### src/rtl/core/ugam_pkg.sv
// Package with the shared types, codes and constants of the graph adjacency store.
package ugam_pkg;

  localparam int unsigned DefMaxVertices = 16;
  localparam int unsigned OpW            = 3;
  localparam int unsigned ValueW         = 32;
  localparam int unsigned IndexW         = 4;
  localparam int unsigned StatusW        = 2;
  localparam int unsigned CountOutW      = 5;
  localparam int unsigned RowOutW        = 16;
  localparam int unsigned MaxOut         = 16;

  typedef enum logic [OpW-1:0] {
    OP_ADD_VERTEX = 3'd0,
    OP_REMOVE     = 3'd1,
    OP_ADD_EDGE   = 3'd2,
    OP_DEL_EDGE   = 3'd3,
    OP_DUMP       = 3'd4
  } op_e;

  typedef enum logic [StatusW-1:0] {
    ST_OK        = 2'd0,
    ST_BAD_INDEX = 2'd1,
    ST_FULL      = 2'd2,
    ST_EMPTY     = 2'd3
  } status_e;

  typedef enum logic [2:0] {
    S_IDLE,
    S_DECIDE,
    S_RM_WALK,
    S_EDGE_A,
    S_EDGE_B,
    S_DUMP_WALK,
    S_RESP
  } state_e;

  // Commands from the controller to the datapath.
  typedef struct packed {
    logic    in_ready;
    logic    add_wr;
    logic    edge_rd_a;
    logic    edge_wr_a;
    logic    edge_wr_b;
    logic    walk_start;
    logic    walk_step;
    logic    rm_done;
    logic    code_wr;
    status_e code;
    logic    resp_load;
  } cmd_t;

  // Status from the datapath to the controller.
  typedef struct packed {
    logic           in_fire;
    logic [OpW-1:0] op;
    logic           full;
    logic           empty;
    logic           rm_bad;
    logic           edge_bad;
    logic           single;
    logic           walk_last;
    logic           out_free;
  } flags_t;

endpackage

### src/rtl/core/ugam_in_if.sv
// Operation channel interface: valid, ready and one operation item.
interface ugam_in_if;
  import ugam_pkg::*;

  logic                     valid;
  logic                     ready;
  logic [OpW-1:0]           op;
  logic signed [ValueW-1:0] vertex_value;
  logic [IndexW-1:0]        first_index;
  logic [IndexW-1:0]        second_index;

  modport source (output valid, op, vertex_value, first_index, second_index, input ready);
  modport sink   (input valid, op, vertex_value, first_index, second_index, output ready);
endinterface

### src/rtl/core/ugam_out_if.sv
// Result channel interface: valid, ready and one result item.
interface ugam_out_if;
  import ugam_pkg::*;

  logic                     valid;
  logic                     ready;
  logic [StatusW-1:0]       status;
  logic [CountOutW-1:0]     vertex_count;
  logic signed [ValueW-1:0] row_value;
  logic [RowOutW-1:0]       row_bits;
  logic                     last;

  modport source (output valid, status, vertex_count, row_value, row_bits, last, input ready);
  modport sink   (input valid, status, vertex_count, row_value, row_bits, last, output ready);
endinterface

### src/rtl/core/ugam_ram.sv
// Generic simple dual-port RAM with one write port and a registered read port.
module ugam_ram #(
  parameter int unsigned Width = 8,
  parameter int unsigned Depth = 16
) (
  input  logic                     clk_i,
  input  logic                     wr_en_i,
  input  logic [$clog2(Depth)-1:0] wr_addr_i,
  input  logic [Width-1:0]         wr_data_i,
  input  logic                     rd_en_i,
  input  logic [$clog2(Depth)-1:0] rd_addr_i,
  output logic [Width-1:0]         rd_data_o
);
  logic [Width-1:0] mem_q [Depth];
  logic [Width-1:0] rd_data_q;

  always_ff @(posedge clk_i) begin
    if (wr_en_i) begin
      mem_q[wr_addr_i] <= wr_data_i;
    end
    if (rd_en_i) begin
      rd_data_q <= mem_q[rd_addr_i];
    end
  end

  assign rd_data_o = rd_data_q;
endmodule

### src/rtl/core/ugam_ctrl.sv
// Controller state machine that sequences each graph operation.
module ugam_ctrl (
  input  logic            clk_i,
  input  logic            rst_ni,
  input  ugam_pkg::flags_t flags_i,
  output ugam_pkg::cmd_t  cmd_o
);
  import ugam_pkg::*;

  state_e state_q, state_d;

  always_ff @(posedge clk_i or negedge rst_ni) begin
    if (!rst_ni) begin
      state_q <= S_IDLE;
    end else begin
      state_q <= state_d;
    end
  end

  // Next state.
  always_comb begin
    state_d = state_q;
    unique case (state_q)
      S_IDLE: begin
        if (flags_i.in_fire) state_d = S_DECIDE;
      end
      S_DECIDE: begin
        unique case (op_e'(flags_i.op))
          OP_REMOVE: begin
            if (flags_i.empty || flags_i.rm_bad || flags_i.single) state_d = S_RESP;
            else state_d = S_RM_WALK;
          end
          OP_ADD_EDGE, OP_DEL_EDGE: begin
            if (flags_i.edge_bad) state_d = S_RESP;
            else state_d = S_EDGE_A;
          end
          OP_DUMP: begin
            if (flags_i.empty) state_d = S_RESP;
            else state_d = S_DUMP_WALK;
          end
          default: state_d = S_RESP;
        endcase
      end
      S_RM_WALK: begin
        if (flags_i.walk_last) state_d = S_RESP;
      end
      S_EDGE_A:  state_d = S_EDGE_B;
      S_EDGE_B:  state_d = S_RESP;
      S_DUMP_WALK: begin
        if (flags_i.out_free && flags_i.walk_last) state_d = S_IDLE;
      end
      S_RESP: begin
        if (flags_i.out_free) state_d = S_IDLE;
      end
      default: state_d = S_IDLE;
    endcase
  end

  // Command outputs.
  always_comb begin
    cmd_o = '0;
    cmd_o.code = ST_OK;
    unique case (state_q)
      S_IDLE: cmd_o.in_ready = 1'b1;
      S_DECIDE: begin
        cmd_o.code_wr = 1'b1;
        unique case (op_e'(flags_i.op))
          OP_ADD_VERTEX: begin
            if (flags_i.full) cmd_o.code = ST_FULL;
            else cmd_o.add_wr = 1'b1;
          end
          OP_REMOVE: begin
            if (flags_i.empty) cmd_o.code = ST_EMPTY;
            else if (flags_i.rm_bad) cmd_o.code = ST_BAD_INDEX;
            else if (flags_i.single) cmd_o.rm_done = 1'b1;
            else cmd_o.walk_start = 1'b1;
          end
          OP_ADD_EDGE, OP_DEL_EDGE: begin
            if (flags_i.edge_bad) cmd_o.code = ST_BAD_INDEX;
            else cmd_o.edge_rd_a = 1'b1;
          end
          OP_DUMP: begin
            if (flags_i.empty) cmd_o.code = ST_EMPTY;
            else cmd_o.walk_start = 1'b1;
          end
          default: cmd_o.code = ST_OK;
        endcase
      end
      S_RM_WALK: begin
        cmd_o.walk_step = 1'b1;
        cmd_o.rm_done   = flags_i.walk_last;
      end
      S_EDGE_A:    cmd_o.edge_wr_a = 1'b1;
      S_EDGE_B:    cmd_o.edge_wr_b = 1'b1;
      S_DUMP_WALK: cmd_o.walk_step = flags_i.out_free;
      S_RESP:      cmd_o.resp_load = flags_i.out_free;
      default:     cmd_o.in_ready  = 1'b0;
    endcase
  end
endmodule

### src/rtl/core/ugam_dp.sv
// Datapath: operation registers, vertex count, row store and result register.
module ugam_dp #(
  parameter int unsigned MaxVertices = ugam_pkg::DefMaxVertices
) (
  input  logic             clk_i,
  input  logic             rst_ni,
  ugam_in_if.sink          in_i,
  ugam_out_if.source       out_o,
  input  ugam_pkg::cmd_t   cmd_i,
  output ugam_pkg::flags_t flags_o
);
  import ugam_pkg::*;

  localparam int unsigned RowW    = MaxVertices;
  localparam int unsigned AddrW   = $clog2(MaxVertices);
  localparam int unsigned CntW    = $clog2(MaxVertices + 1);
  localparam int unsigned WordW   = ValueW + RowW;
  localparam int unsigned WalkMax = (MaxVertices < MaxOut) ? MaxVertices : MaxOut;

  // Removes column idx from a row and moves the higher columns down by one.
  function automatic logic [RowW-1:0] squeeze(logic [RowW-1:0] row, logic [AddrW-1:0] idx);
    logic [RowW-1:0] low_mask;
    low_mask = (RowW'(1) << idx) - RowW'(1);
    return (row & low_mask) | (((row >> idx) >> 1) << idx);
  endfunction

  logic [OpW-1:0]           op_q;
  logic signed [ValueW-1:0] value_q;
  logic [IndexW-1:0]        a_q, b_q;
  logic [CntW-1:0]          count_q, count_d;
  logic [CntW-1:0]          k_q, k_d;
  status_e                  code_q;

  logic                     out_valid_q, out_valid_d;
  logic [StatusW-1:0]       out_status_q;
  logic [CountOutW-1:0]     out_count_q;
  logic signed [ValueW-1:0] out_value_q;
  logic [RowOutW-1:0]       out_bits_q;
  logic                     out_last_q;

  logic                     in_fire, is_rm, set_edge, out_load, walk_last;
  logic [CntW-1:0]          walk_len, idx_c, k_next, src_x, src_addr;
  logic [AddrW-1:0]         a_addr, b_addr;
  logic                     rd_en, wr_en;
  logic [AddrW-1:0]         rd_addr, wr_addr;
  logic [WordW-1:0]         wr_data, rd_data;
  logic [ValueW-1:0]        rd_val;
  logic [RowW-1:0]          rd_row;

  assign in_i.ready = cmd_i.in_ready;
  assign in_fire    = in_i.valid && cmd_i.in_ready;

  always_ff @(posedge clk_i) begin
    if (in_fire) begin
      op_q    <= in_i.op;
      value_q <= in_i.vertex_value;
      a_q     <= in_i.first_index;
      b_q     <= in_i.second_index;
    end
    if (cmd_i.code_wr) begin
      code_q <= cmd_i.code;
    end
  end

  assign is_rm    = (op_q == OP_REMOVE);
  assign set_edge = (op_q == OP_ADD_EDGE);
  assign a_addr   = AddrW'(a_q);
  assign b_addr   = AddrW'(b_q);
  assign idx_c    = CntW'(a_q);
  assign k_next   = k_q + CntW'(1);

  assign walk_len  = is_rm ? (count_q - CntW'(1))
                           : ((count_q < CntW'(WalkMax)) ? count_q : CntW'(WalkMax));
  assign walk_last = (k_next == walk_len);

  // Source row of a walk step: removal skips the deleted row.
  assign src_x    = cmd_i.walk_start ? '0 : k_next;
  assign src_addr = (is_rm && !(src_x < idx_c)) ? (src_x + CntW'(1)) : src_x;

  assign rd_val = rd_data[WordW-1:RowW];
  assign rd_row = rd_data[RowW-1:0];

  always_comb begin
    rd_en = cmd_i.edge_rd_a || cmd_i.edge_wr_a || cmd_i.walk_start || cmd_i.walk_step;
    priority if (cmd_i.edge_rd_a) rd_addr = a_addr;
    else if (cmd_i.edge_wr_a)     rd_addr = b_addr;
    else                          rd_addr = AddrW'(src_addr);
  end

  always_comb begin
    wr_en = cmd_i.add_wr || cmd_i.edge_wr_a || cmd_i.edge_wr_b || (cmd_i.walk_step && is_rm);
    priority if (cmd_i.add_wr) begin
      wr_addr = AddrW'(count_q);
      wr_data = {value_q, RowW'(0)};
    end else if (cmd_i.edge_wr_a) begin
      wr_addr = a_addr;
      wr_data = {rd_val, set_edge ? (rd_row | (RowW'(1) << b_addr))
                                  : (rd_row & ~(RowW'(1) << b_addr))};
    end else if (cmd_i.edge_wr_b) begin
      wr_addr = b_addr;
      wr_data = {rd_val, set_edge ? (rd_row | (RowW'(1) << a_addr))
                                  : (rd_row & ~(RowW'(1) << a_addr))};
    end else begin
      wr_addr = AddrW'(k_q);
      wr_data = {rd_val, squeeze(rd_row, a_addr)};
    end
  end

  ugam_ram #(
    .Width (WordW),
    .Depth (MaxVertices)
  ) u_rows (
    .clk_i     (clk_i),
    .wr_en_i   (wr_en),
    .wr_addr_i (wr_addr),
    .wr_data_i (wr_data),
    .rd_en_i   (rd_en),
    .rd_addr_i (rd_addr),
    .rd_data_o (rd_data)
  );

  always_comb begin
    count_d = count_q;
    if (cmd_i.add_wr)       count_d = count_q + CntW'(1);
    else if (cmd_i.rm_done) count_d = count_q - CntW'(1);
    k_d = k_q;
    if (cmd_i.walk_start)     k_d = '0;
    else if (cmd_i.walk_step) k_d = k_next;
  end

  assign out_load    = cmd_i.resp_load || (cmd_i.walk_step && !is_rm);
  assign out_valid_d = out_load ? 1'b1 : (out_o.ready ? 1'b0 : out_valid_q);

  always_ff @(posedge clk_i or negedge rst_ni) begin
    if (!rst_ni) begin
      count_q     <= '0;
      k_q         <= '0;
      out_valid_q <= 1'b0;
    end else begin
      count_q     <= count_d;
      k_q         <= k_d;
      out_valid_q <= out_valid_d;
    end
  end

  always_ff @(posedge clk_i) begin
    if (out_load) begin
      out_count_q <= CountOutW'(count_q);
      if (cmd_i.resp_load) begin
        out_status_q <= code_q;
        out_value_q  <= '0;
        out_bits_q   <= '0;
        out_last_q   <= 1'b1;
      end else begin
        out_status_q <= ST_OK;
        out_value_q  <= rd_val;
        out_bits_q   <= RowOutW'(rd_row);
        out_last_q   <= walk_last;
      end
    end
  end

  assign out_o.valid        = out_valid_q;
  assign out_o.status       = out_status_q;
  assign out_o.vertex_count = out_count_q;
  assign out_o.row_value    = out_value_q;
  assign out_o.row_bits     = out_bits_q;
  assign out_o.last         = out_last_q;

  always_comb begin
    flags_o.in_fire   = in_fire;
    flags_o.op        = op_q;
    flags_o.full      = (count_q == CntW'(MaxVertices));
    flags_o.empty     = (count_q == '0);
    flags_o.rm_bad    = !(8'(a_q) < 8'(count_q));
    flags_o.edge_bad  = !(8'(a_q) < 8'(count_q)) || !(8'(b_q) < 8'(count_q)) || (a_q == b_q);
    flags_o.single    = (count_q == CntW'(1));
    flags_o.walk_last = walk_last;
    flags_o.out_free  = !out_valid_q || out_o.ready;
  end
endmodule

### src/rtl/core/undirected_graph_adjacency_matrix_core.sv
// Top level of the undirected graph store kept as an adjacency bit matrix.
// Ready is high only while idle; a waiting result does not hold back the next transfer in.
// Each item is accepted, decided, then walked, edge-updated or answered directly; the block
// takes no new item until it has loaded the last result of the current one.
// Reset is asynchronous and active low; it empties the graph and needs no clearing pass.
module undirected_graph_adjacency_matrix_core #(
  parameter int unsigned MaxVertices = ugam_pkg::DefMaxVertices
) (
  input  logic        clk_i,
  input  logic        rst_ni,
  ugam_in_if.sink     in_i,
  ugam_out_if.source  out_o
);
  import ugam_pkg::*;

  // The controller decides each step of an operation; the datapath holds the
  // vertex count, the operation registers, the row store and the result register.
  // Each row store word holds the vertex value above its row of adjacency bits.
  // Rows at or above the vertex count are never read before being written, since
  // adding a vertex writes its whole word, and edge bits above the count are
  // always clear, so the store itself needs no reset.
  cmd_t   cmd;
  flags_t flags;

  ugam_ctrl u_ctrl (
    .clk_i   (clk_i),
    .rst_ni  (rst_ni),
    .flags_i (flags),
    .cmd_o   (cmd)
  );

  // Removal rewrites every surviving row in one pass: each write takes the row
  // read in the cycle before, drops the removed column, and lands one place
  // lower past the removed index. A dump transfers one row per cycle and holds
  // the row read data while the result channel stalls.
  ugam_dp #(
    .MaxVertices (MaxVertices)
  ) u_dp (
    .clk_i   (clk_i),
    .rst_ni  (rst_ni),
    .in_i    (in_i),
    .out_o   (out_o),
    .cmd_i   (cmd),
    .flags_o (flags)
  );
endmodule
### src/flat_wrapper.sv
// flat-port wrapper written by rule: the top's interface ports become plain ports
module undirected_graph_adjacency_matrix_core_flat import ugam_pkg::*;
#(
  parameter int unsigned MaxVertices = ugam_pkg::DefMaxVertices
)
  (clk_i, rst_ni, in_i_valid, in_i_op, in_i_vertex_value, in_i_first_index, in_i_second_index, in_i_ready, out_o_valid, out_o_status, out_o_vertex_count, out_o_row_value, out_o_row_bits, out_o_last, out_o_ready);
  ugam_in_if in_i_i ();
  ugam_out_if out_o_i ();
  input  logic clk_i;
  input  logic rst_ni;
  input wire logic [$bits(in_i_i.valid)-1:0] in_i_valid;
  input wire logic [$bits(in_i_i.op)-1:0] in_i_op;
  input wire logic [$bits(in_i_i.vertex_value)-1:0] in_i_vertex_value;
  input wire logic [$bits(in_i_i.first_index)-1:0] in_i_first_index;
  input wire logic [$bits(in_i_i.second_index)-1:0] in_i_second_index;
  output wire logic [$bits(in_i_i.ready)-1:0] in_i_ready;
  output wire logic [$bits(out_o_i.valid)-1:0] out_o_valid;
  output wire logic [$bits(out_o_i.status)-1:0] out_o_status;
  output wire logic [$bits(out_o_i.vertex_count)-1:0] out_o_vertex_count;
  output wire logic [$bits(out_o_i.row_value)-1:0] out_o_row_value;
  output wire logic [$bits(out_o_i.row_bits)-1:0] out_o_row_bits;
  output wire logic [$bits(out_o_i.last)-1:0] out_o_last;
  input wire logic [$bits(out_o_i.ready)-1:0] out_o_ready;
  assign in_i_i.valid = in_i_valid;
  assign in_i_i.op = in_i_op;
  assign in_i_i.vertex_value = in_i_vertex_value;
  assign in_i_i.first_index = in_i_first_index;
  assign in_i_i.second_index = in_i_second_index;
  assign in_i_ready = in_i_i.ready;
  assign out_o_valid = out_o_i.valid;
  assign out_o_status = out_o_i.status;
  assign out_o_vertex_count = out_o_i.vertex_count;
  assign out_o_row_value = out_o_i.row_value;
  assign out_o_row_bits = out_o_i.row_bits;
  assign out_o_last = out_o_i.last;
  assign out_o_i.ready = out_o_ready;
  undirected_graph_adjacency_matrix_core #(.MaxVertices(MaxVertices)) u_core (.clk_i(clk_i), .rst_ni(rst_ni), .in_i(in_i_i), .out_o(out_o_i));
endmodule
### config.mk
export PLATFORM = sky130hd
export DESIGN_NAME = undirected_graph_adjacency_matrix_core_flat
export DESIGN_NICKNAME = d
export VERILOG_FILES = /design/src/rtl/core/ugam_pkg.sv /design/src/rtl/core/ugam_in_if.sv /design/src/rtl/core/ugam_out_if.sv /design/src/rtl/core/ugam_ram.sv /design/src/rtl/core/ugam_ctrl.sv /design/src/rtl/core/ugam_dp.sv /design/src/rtl/core/undirected_graph_adjacency_matrix_core.sv /design/src/flat_wrapper.sv
export SDC_FILE = /design/constraint.sdc
export NUM_CORES = 1
export LEC_CHECK = 0
export BUFFER_PORTS_ARGS = -buffer_cell sky130_fd_sc_hd__buf_2
export CORE_ASPECT_RATIO = 1.2
export CORE_MARGIN = 2
export CORE_UTILIZATION = 65
export CTS_CLUSTER_DIAMETER = 30
export DETAILED_ROUTE_END_ITERATION = 8
export PLACE_DENSITY = 0.94
export REMOVE_ABC_BUFFERS = 1
export SKIP_LAST_GASP = 1
export SYNTH_ARGS = -nofsm -noshare
export SYNTH_HDL_FRONTEND = slang
export SYNTH_SLANG_ARGS = --single-unit
### constraint.sdc
create_clock -name clk_i -period 11.4 [get_ports clk_i]
set_input_delay 2.28 -clock clk_i [delete_from_list [all_inputs] [get_ports clk_i]]
set_output_delay 2.28 -clock clk_i [all_outputs]
set_load 0.05 [all_outputs]
Yosys cells after proc, flatten, opt, wreduce, memory -nomap -nowiden --
Memories as Yosys holds them, arrays and structs flattened. A register that Yosys moved wholly into a read port is not among the register bits. Cells that the tools add are included.
Cells by class: $add $sub $neg 5, order comparisons 4, eq/ne operators 18, shift operators 4, muxes and demuxes 59, bitwise logic cells 8, reduce and logical (&&, ||, !) cells 30
Operators by type and width (count):
- two-way mux 16 bit | 4
- bitwise AND 16 bit | 3
- two-way mux 48 bit | 1
- bitwise OR 16 bit | 3
- two-way mux 5 bit | 7
- inverter 16 bit | 2
- << shifter 1 x 4 -> 16 bit, first input constant | 2
- two-way mux 4 bit | 6
- two-way mux 1 bit | 23
- two-way mux 3 bit | 7
- case mux 3 bit (7 select lines) | 1
- << shifter 15 x 4 -> 16 bit | 1
- >> shifter 16 x 4 -> 16 bit | 1
- subtractor 16 x 2 -> 16 bit, second input constant | 1
- equality test 3 x 2 -> 1 bit, second input constant | 4
- equality test 3 bit, second input constant | 4
- logical OR 1 bit | 12
- adder 5 x 1 -> 5 bit, second input constant | 2
- less-than comparator 4 x 5 -> 1 bit | 2
- two-way mux 2 bit | 5
- case mux 3 bit (3 select lines) | 1
- inequality test 2 bit, second input constant | 4
- case mux 2 bit (4 select lines) | 1
- equality test 3 x 1 -> 1 bit, second input constant | 2
- 16 further kinds | 29
Word-level totals: register bits after elaboration 115, bits in writable memories 768, input port bits 47, output and inout port bits 58, logic and storage cells 143, memories 1
Memories:
- u_core.u_dp.u_rows.mem_q | depth 16, width 48, read ports 1, clocked after memory_dff 1, write ports 1, line ugam_ram.sv:14 | logic [Width-1:0] mem_q [Depth];

Depth between registers and ports, before layout --
depth in word-level cells 13, gate-level depth with buffers 21, gate-level depth less buffers 16

By module --
Synthesis repeated with hierarchy kept, for this count alone.
Unflattened totals: cell total of the unflattened synthesis 2042, area, all modules 38109.0 µm²
Modules (own cells, without submodules):
- ugam_ram | instances 1, cells each 1242, area an instance 30171.4 µm², sequential area each 24503.5 µm²
- ugam_dp | instances 1, cells each 741, area an instance 7521.0 µm², sequential area each 3308.2 µm²
- ugam_ctrl | instances 1, cells each 59, area an instance 416.6 µm², sequential area each 75.1 µm²

Worst setup path after synthesis --
Ideal clock, no wire load.
path type input to register, start input port out_o_ready, end register u_core.u_dp.out_last_q, in the netlist u_core.u_dp.out_o.last (enable), setup time 0.549 ns, data arrival time 6.901 ns, required time 10.851 ns, slack 3.950 ns, cell stages on the path 5, cell sequence nand2b_1 -> nand2_1 -> o21a_1 -> clkbuf_1 -> o21ai_0
On the way: longest elaborated chain between the ends 4, elaborated cells on any way between the ends 5, those cells by class mux: 2; reduce/logical: 3
RTL lines:
- from (decl) | line flat_wrapper.sv:23 | input wire logic [$bits(out_o_i.ready)-1:0] out_o_ready;
- logical OR 1 bit (*) | line ugam_dp.sv:179 | flags_o.out_free = !out_valid_q || out_o.ready;
- case mux 1 bit (2 select lines) | line ugam_ctrl.sv:63 | unique case (state_q)
- logical AND 1 bit | line ugam_dp.sv:131 | assign out_load = cmd_i.resp_load || (cmd_i.walk_step && !is_rm);
- logical OR 1 bit (*) | line ugam_dp.sv:131
- named net u_core.u_dp.out_load | line ugam_dp.sv:41 | logic in_fire, is_rm, set_edge, out_load, walk_last;
- to (signal assigned) | line ugam_dp.sv:158 | out_last_q <= walk_last;
- to (decl) | line ugam_dp.sv:39 | logic out_last_q;
The timed path passes the listed nets; every way through them passes the cells marked *. A chain may end at the register's enable or synchronous reset.

Worst setup path after layout --
start register u_core.u_dp.a_q[1], in the netlist u_core.u_dp.a_addr[1], end register u_core.u_dp.u_rows.rd_data_q[32], in the netlist u_core.u_dp.u_rows.rd_data_o[32] (read register of u_core.u_dp.u_rows.mem_q), data pin
On the way: longest elaborated chain between the ends 12, elaborated cells on any way between the ends 23, those cells by class add/sub: 1; order compare: 2; eq/ne: 1; mux: 11; reduce/logical: 8
RTL lines:
- from (decl) | line ugam_dp.sv:29 | logic [IndexW-1:0] a_q, b_q;
- from (signal assigned) | line ugam_dp.sv:57 | a_q <= in_i.first_index;
- less-than comparator 4 x 5 -> 1 bit | line ugam_dp.sv:175, ugam_dp.sv:176
- two-way mux 1 bit | line ugam_ctrl.sv:74 | else if (flags_i.rm_bad) cmd_o.code = ST_BAD_INDEX;
- two-way mux 1 bit | line ugam_ctrl.sv:73 | if (flags_i.empty) cmd_o.code = ST_EMPTY;
- case mux 1 bit (2 select lines) | line ugam_ctrl.sv:67 | unique case (op_e'(flags_i.op))
- two-way mux 1 bit | line ugam_ctrl.sv:63
- two-way mux 5 bit | line ugam_dp.sv:77 | assign src_x = cmd_i.walk_start ? '0 : k_next;
- less-than comparator 5 x 4 -> 1 bit | line ugam_dp.sv:78 | assign src_addr = (is_rm && !(src_x < idx_c)) ? (src_x + CntW'(1)) : src_x;
- logical NOT 1 bit | line ugam_dp.sv:78
- logical AND 1 bit | line ugam_dp.sv:78
- two-way mux 4 bit | line ugam_dp.sv:78
- two-way mux 4 bit | line ugam_dp.sv:86 | else if (cmd_i.edge_wr_a) rd_addr = b_addr;
- two-way mux 4 bit | line ugam_dp.sv:85 | priority if (cmd_i.edge_rd_a) rd_addr = a_addr;
- to (decl) | line ugam_ram.sv:15 | logic [Width-1:0] rd_data_q;
Several ways; a longest one is shown, not always the timed one.

==> results.sh <==
export IMPL_die_height_um=269
export IMPL_yosys_cell_types_count=72
export IMPL_cp_data_arrival_time_ns=7.10
export IMPL_hold_class="flip-flop to flip-flop"
export IMPL_min_from="u_core.u_dp.code_q[1]"
export IMPL_numCtsBuffers=117
export IMPL_die_w_um=225
export IMPL_flow_area_growth_from_synthesis_pct=14.2
export IMPL_grt_antenna_before_repair=3
export IMPL_grt_first_pass_wirelength_um=157000
export IMPL_route_detailed_vias_per_inst=7.32
export IMPL_netlist_area_mm2=0.0382
export IMPL_globalRouteMet3Util=0.0833
export IMPL_drt_iter0_markers=4249
export IMPL_grt_met1_usage=0.448
export IMPL_timing_setup_tns_ns=0
export IMPL_wire_per_inst_um=32.1
export IMPL_number_of_core_rows=97
export IMPL_fin_crit_sh=0.589
export IMPL_cp_end_kind="flip-flop"
export IMPL_yosys_register_bits=931
export IMPL_fraction_of_layout_instances_using_a_drive_strength_above_1=0.157
export IMPL_diodes=0
export IMPL_post_synth_cell_area_avg_um2=15.9
export IMPL_dp_hpwl_um=46900
export IMPL_num_fill_cells=2911
export IMPL_final_min_clock_period_ns=6.71
export IMPL_worst_r2r_start="u_core.u_dp.a_addr[1]"
export IMPL_outcome="finished clean"
export IMPL_critPathRequiredTime_ns=11.79
export IMPL_rsz0062_at_grt="no"
export IMPL_critical_path_class="flip-flop to flip-flop"
export IMPL_critPathSlowestCell="sky130_fd_sc_hd__buf_12"
export IMPL_max_stage_delay_ns=0.75
export IMPL_cts_repair_resized=0
export IMPL_clk_pin_slew_ns=0.06
export IMPL_detail_route_drc_violations=0
export IMPL_gpl_congestion=0.951
export IMPL_finalPower_mw=15.2
export IMPL_post_cts_setup_buffers=0
export IMPL_path_max_fanout=146
export IMPL_ios=105
export IMPL_cts_hold_repair_buffers=0
export IMPL_setup_violations=0
export IMPL_final_cell_count_no_fill=3357
export IMPL_final_nets=2578
export IMPL_timing_max_transition_violations_final=0
export IMPL_worst_slew_pin_transition_ns=1.38
export IMPL_globalRouteTotalUtil=0.354
export IMPL_grt_max_degree=147
export IMPL_most_used_dff_post_synth="sky130_fd_sc_hd__edfxtp_1"
export IMPL_wl_um=108000
export IMPL_worst_hold_path_endpoint="u_core.u_dp.out_o.status[1]"
export IMPL_cts_htree_levels=3
export IMPL_place_port_buffers=104
export IMPL_finalWorstSetupSlack_ns=4.69
export IMPL_grtUsageMet2=0.562
export IMPL_hold_viol_final=0
export IMPL_power_density_cell_area_mw_per_mm2=349
export IMPL_routed_via_count=24600
export IMPL_r2r_end="u_core.u_dp.u_rows.rd_data_o[32]"
export IMPL_drtAntennaViolNets=0
export IMPL_final_core_utilization=0.748
export IMPL_placedCellCount=3138
export IMPL_whs_path_depth=2
export IMPL_cap_violations=0
export IMPL_first_global_vias=24600
export IMPL_clkLatencyLatePin_ns=0.68
export IMPL_vdd_drop_max_v=0.000540
export IMPL_design_die_area_mm2=0.0607
export IMPL_ys_warn_count=0
export IMPL_sequential_share_of_the_synthesized_area=0.731
export IMPL_core_outline_area_mm2=0.0583
export IMPL_count_of_flip_flops_with_a_built_in_enable_after_synthesis=917
export IMPL_p_leak_nw=15.6
export IMPL_cp_cell_sequence="buf_4 > ha_1 > a2111oi_4 > o21ai_2 > o31ai_4 > nor2_1 > ha_1 > a21oi_1 > o21ai_0 > o21ai_0 > nor3_1 > o31ai_4 > buf_12 > buf_12 > mux2i_1 > o22ai_1 > or4_1"
export IMPL_place_ws_ns=4.97
export IMPL_grt_overflow=0
export IMPL_synthCells=2393
export IMPL_clock_root_buffer="sky130_fd_sc_hd__clkbuf_16"
export IMPL_clock_tree_buffer_depth=3
export IMPL_max_slew_margin=0.0798
export IMPL_number_of_iterations_in_the_first_detailed_routing_pass=6
export IMPL_final_setup_skew_ns=0.0400
export IMPL_cts_tree="done"
export IMPL_async_flop_share=0.0150
export IMPL_rrSetupSlack_ns=4.69
export IMPL_grt_busiest_layer="met2"
export IMPL_cts_num_sinks=931
export IMPL_setup_worst_path_start_class="flip-flop"
export IMPL_rr_worst_depth=17
export IMPL_fmax_ghz=0.149
export IMPL_start_util=0.655
-- Yosys cell counts (4+ instances only) --
master,n,share of area
sky130_fd_sc_hd__a2111oi_0,5,0.0011
sky130_fd_sc_hd__a211oi_1,10,0.0020
sky130_fd_sc_hd__a21oi_1,55,0.0072
sky130_fd_sc_hd__a221oi_1,4,0.00092
sky130_fd_sc_hd__a311o_1,4,0.0010
sky130_fd_sc_hd__a31oi_1,7,0.0011
sky130_fd_sc_hd__and2_1,50,0.0082
sky130_fd_sc_hd__buf_1,11,0.0011
sky130_fd_sc_hd__buf_2,47,0.0062
sky130_fd_sc_hd__buf_4,4,0.00079
sky130_fd_sc_hd__clkbuf_1,81,0.0080
sky130_fd_sc_hd__dfrtp_1,14,0.0092
sky130_fd_sc_hd__edfxtp_1,917,0.72
sky130_fd_sc_hd__ha_1,16,0.0052
sky130_fd_sc_hd__inv_1,9,0.00089
sky130_fd_sc_hd__mux2_2,5,0.0015
sky130_fd_sc_hd__mux2i_1,418,0.11
sky130_fd_sc_hd__mux4_2,10,0.0059
sky130_fd_sc_hd__nand2_1,167,0.016
sky130_fd_sc_hd__nand2b_1,12,0.0020
sky130_fd_sc_hd__nand3_1,15,0.0020
sky130_fd_sc_hd__nand4_1,8,0.0013
sky130_fd_sc_hd__nor2_1,83,0.0082
sky130_fd_sc_hd__nor2b_1,9,0.0015
sky130_fd_sc_hd__nor3_1,21,0.0028
sky130_fd_sc_hd__o211ai_1,8,0.0016
sky130_fd_sc_hd__o21a_1,4,0.00079
sky130_fd_sc_hd__o21ai_0,37,0.0049
sky130_fd_sc_hd__o22ai_1,201,0.033
sky130_fd_sc_hd__o311ai_0,4,0.00092
sky130_fd_sc_hd__o31ai_1,9,0.0018
sky130_fd_sc_hd__or2_2,4,0.00066
sky130_fd_sc_hd__or3_1,9,0.0015
sky130_fd_sc_hd__or3b_2,4,0.00092
sky130_fd_sc_hd__or4_1,50,0.0098
sky130_fd_sc_hd__xnor2_1,16,0.0037
sky130_fd_sc_hd__xor2_1,8,0.0018
-- per-stage QoR --
stage               hold WS, ns  instance area, um^2
finish                    0.544                43600
global route              0.559                43600
CTS                       0.548                43500
detailed placement        0.534                39600
global placement          0.523                39600
floorplan                 0.506                37500
-- worst max path at each step --
stage / depth (start not counted) / startpoint / endpoint / slack, ns
2_1_floorplan: 14 / u_core.u_dp.a_addr[0] / u_core.u_dp.u_rows.rd_data_o[0] / -34.42
3_3_place_gp: 17 / u_core.u_dp.a_addr[1] / u_core.u_dp.u_rows.rd_data_o[37] / 5.20
3_5_place_dp: 17 / u_core.u_dp.a_addr[1] / u_core.u_dp.u_rows.rd_data_o[12] / 4.97
4_1_cts: 17 / u_core.u_dp.a_addr[1] / u_core.u_dp.u_rows.rd_data_o[32] / 4.87
5_1_grt: 17 / u_core.u_dp.a_addr[1] / u_core.u_dp.u_rows.rd_data_o[32] / 4.30
6_report: 17 / u_core.u_dp.a_addr[1] / u_core.u_dp.u_rows.rd_data_o[32] / 4.69
-- worst max-delay path, delay by kind of cell (launching register included) --
family | cells | cell delay, ns
AO/OA/AOI/OAI | 8 | 2.10
adder cells (fa/ha/maj) | 2 | 0.69
buffers and inverters | 3 | 1.83
flip-flops | 1 | 0.31
multiplexers | 1 | 0.36
AND/OR/NAND/NOR | 3 | 0.88
-- cells by family after synthesis --
family                   share of synthesized area
AO/OA/AOI/OAI                               0.0659
XOR/XNOR                                   0.00551
adder cells (fa/ha/maj)                    0.00525
buffers and inverters                       0.0179
flip-flops                                   0.731
multiplexers                                 0.117
AND/OR/NAND/NOR                             0.0578
-- cell usage in the layout, fill, tap and decap left out, types with 9 or more instances in the layout --
cell	netlist	layout
sky130_fd_sc_hd__nand2_1	167	166
sky130_fd_sc_hd__o22ai_1	201	201
sky130_fd_sc_hd__clkbuf_16	0	119
sky130_fd_sc_hd__inv_8	0	13
sky130_fd_sc_hd__o21ai_0	37	36
sky130_fd_sc_hd__ha_1	16	16
sky130_fd_sc_hd__xnor2_1	16	16
sky130_fd_sc_hd__nor2_4	0	16
sky130_fd_sc_hd__or4_1	50	48
sky130_fd_sc_hd__bufinv_16	0	10
sky130_fd_sc_hd__nand2b_1	12	12
sky130_fd_sc_hd__nor3_1	21	20
sky130_fd_sc_hd__clkinv_1	1	11
sky130_fd_sc_hd__nor2_1	83	67
sky130_fd_sc_hd__nand3_1	15	15
sky130_fd_sc_hd__dfrtp_1	14	14
sky130_fd_sc_hd__or3_1	9	9
sky130_fd_sc_hd__and2_1	50	49
sky130_fd_sc_hd__clkbuf_1	81	10
sky130_fd_sc_hd__mux2i_1	418	418
sky130_fd_sc_hd__clkinv_4	0	14
sky130_fd_sc_hd__a211oi_1	10	10
sky130_fd_sc_hd__a21oi_1	55	55
sky130_fd_sc_hd__inv_1	9	9
sky130_fd_sc_hd__clkinv_2	0	10
sky130_fd_sc_hd__nor2b_1	9	9
sky130_fd_sc_hd__inv_6	0	20
sky130_fd_sc_hd__mux4_2	10	10
sky130_fd_sc_hd__edfxtp_1	917	917
sky130_fd_sc_hd__buf_2	47	104
sky130_fd_sc_hd__buf_4	4	41
-- sequential cells by signal, summed over array words and instances (netlist names), 2 cells and up --
name	count
u_core.u_dp.out_o.vertex_count	5
u_core.u_dp.value_q	32
u_core.u_dp.k_q	5
u_core.u_ctrl.state_q	3
u_core.u_dp.a_addr	4
u_core.u_dp.out_o.row_value	32
u_core.u_dp.count_q	5
u_core.u_dp.u_rows.rd_data_o	48
u_core.u_dp.op_q	3
u_core.u_dp.out_o.row_bits	16
u_core.u_dp.out_o.status	2
u_core.u_dp.u_rows.mem_q	768
u_core.u_dp.b_addr	4
u_core.u_dp.code_q	2
-- metal layers --
| layer | wire length, um | share of wire |
|---|---|---|
| met1 | 35300 | 0.33 |
| met2 | 51500 | 0.48 |
| met3 | 14500 | 0.13 |
| met4 | 6470 | 0.060 |
| met5 | 50 | 0.00046 |
-- cell type report --
type / instances / area (um^2) / share of cell area
Clock buffer: 129 / 3020 / 0.0692
Clock inverter: 90 / 973 / 0.0223
Inverter: 13 / 48.8 / 0.00112
Multi-Input combinational cell: 1304 / 9840 / 0.226
Sequential cell: 931 / 27900 / 0.640
Tap cell: 742 / 928 / 0.0213
Timing Repair Buffer: 148 / 888 / 0.0204
-- power by group --
group          switching [mW]  total (mW)  leakage [nW]  internal [mW]
Combinational            4.03        5.84          5.14           1.81
Clock                    1.59        3.78          1.94           2.19
Sequential              0.373        5.60          8.51           5.23
Total                    5.99        15.2          15.6           9.22
Power figures use the tool's default switching activity.
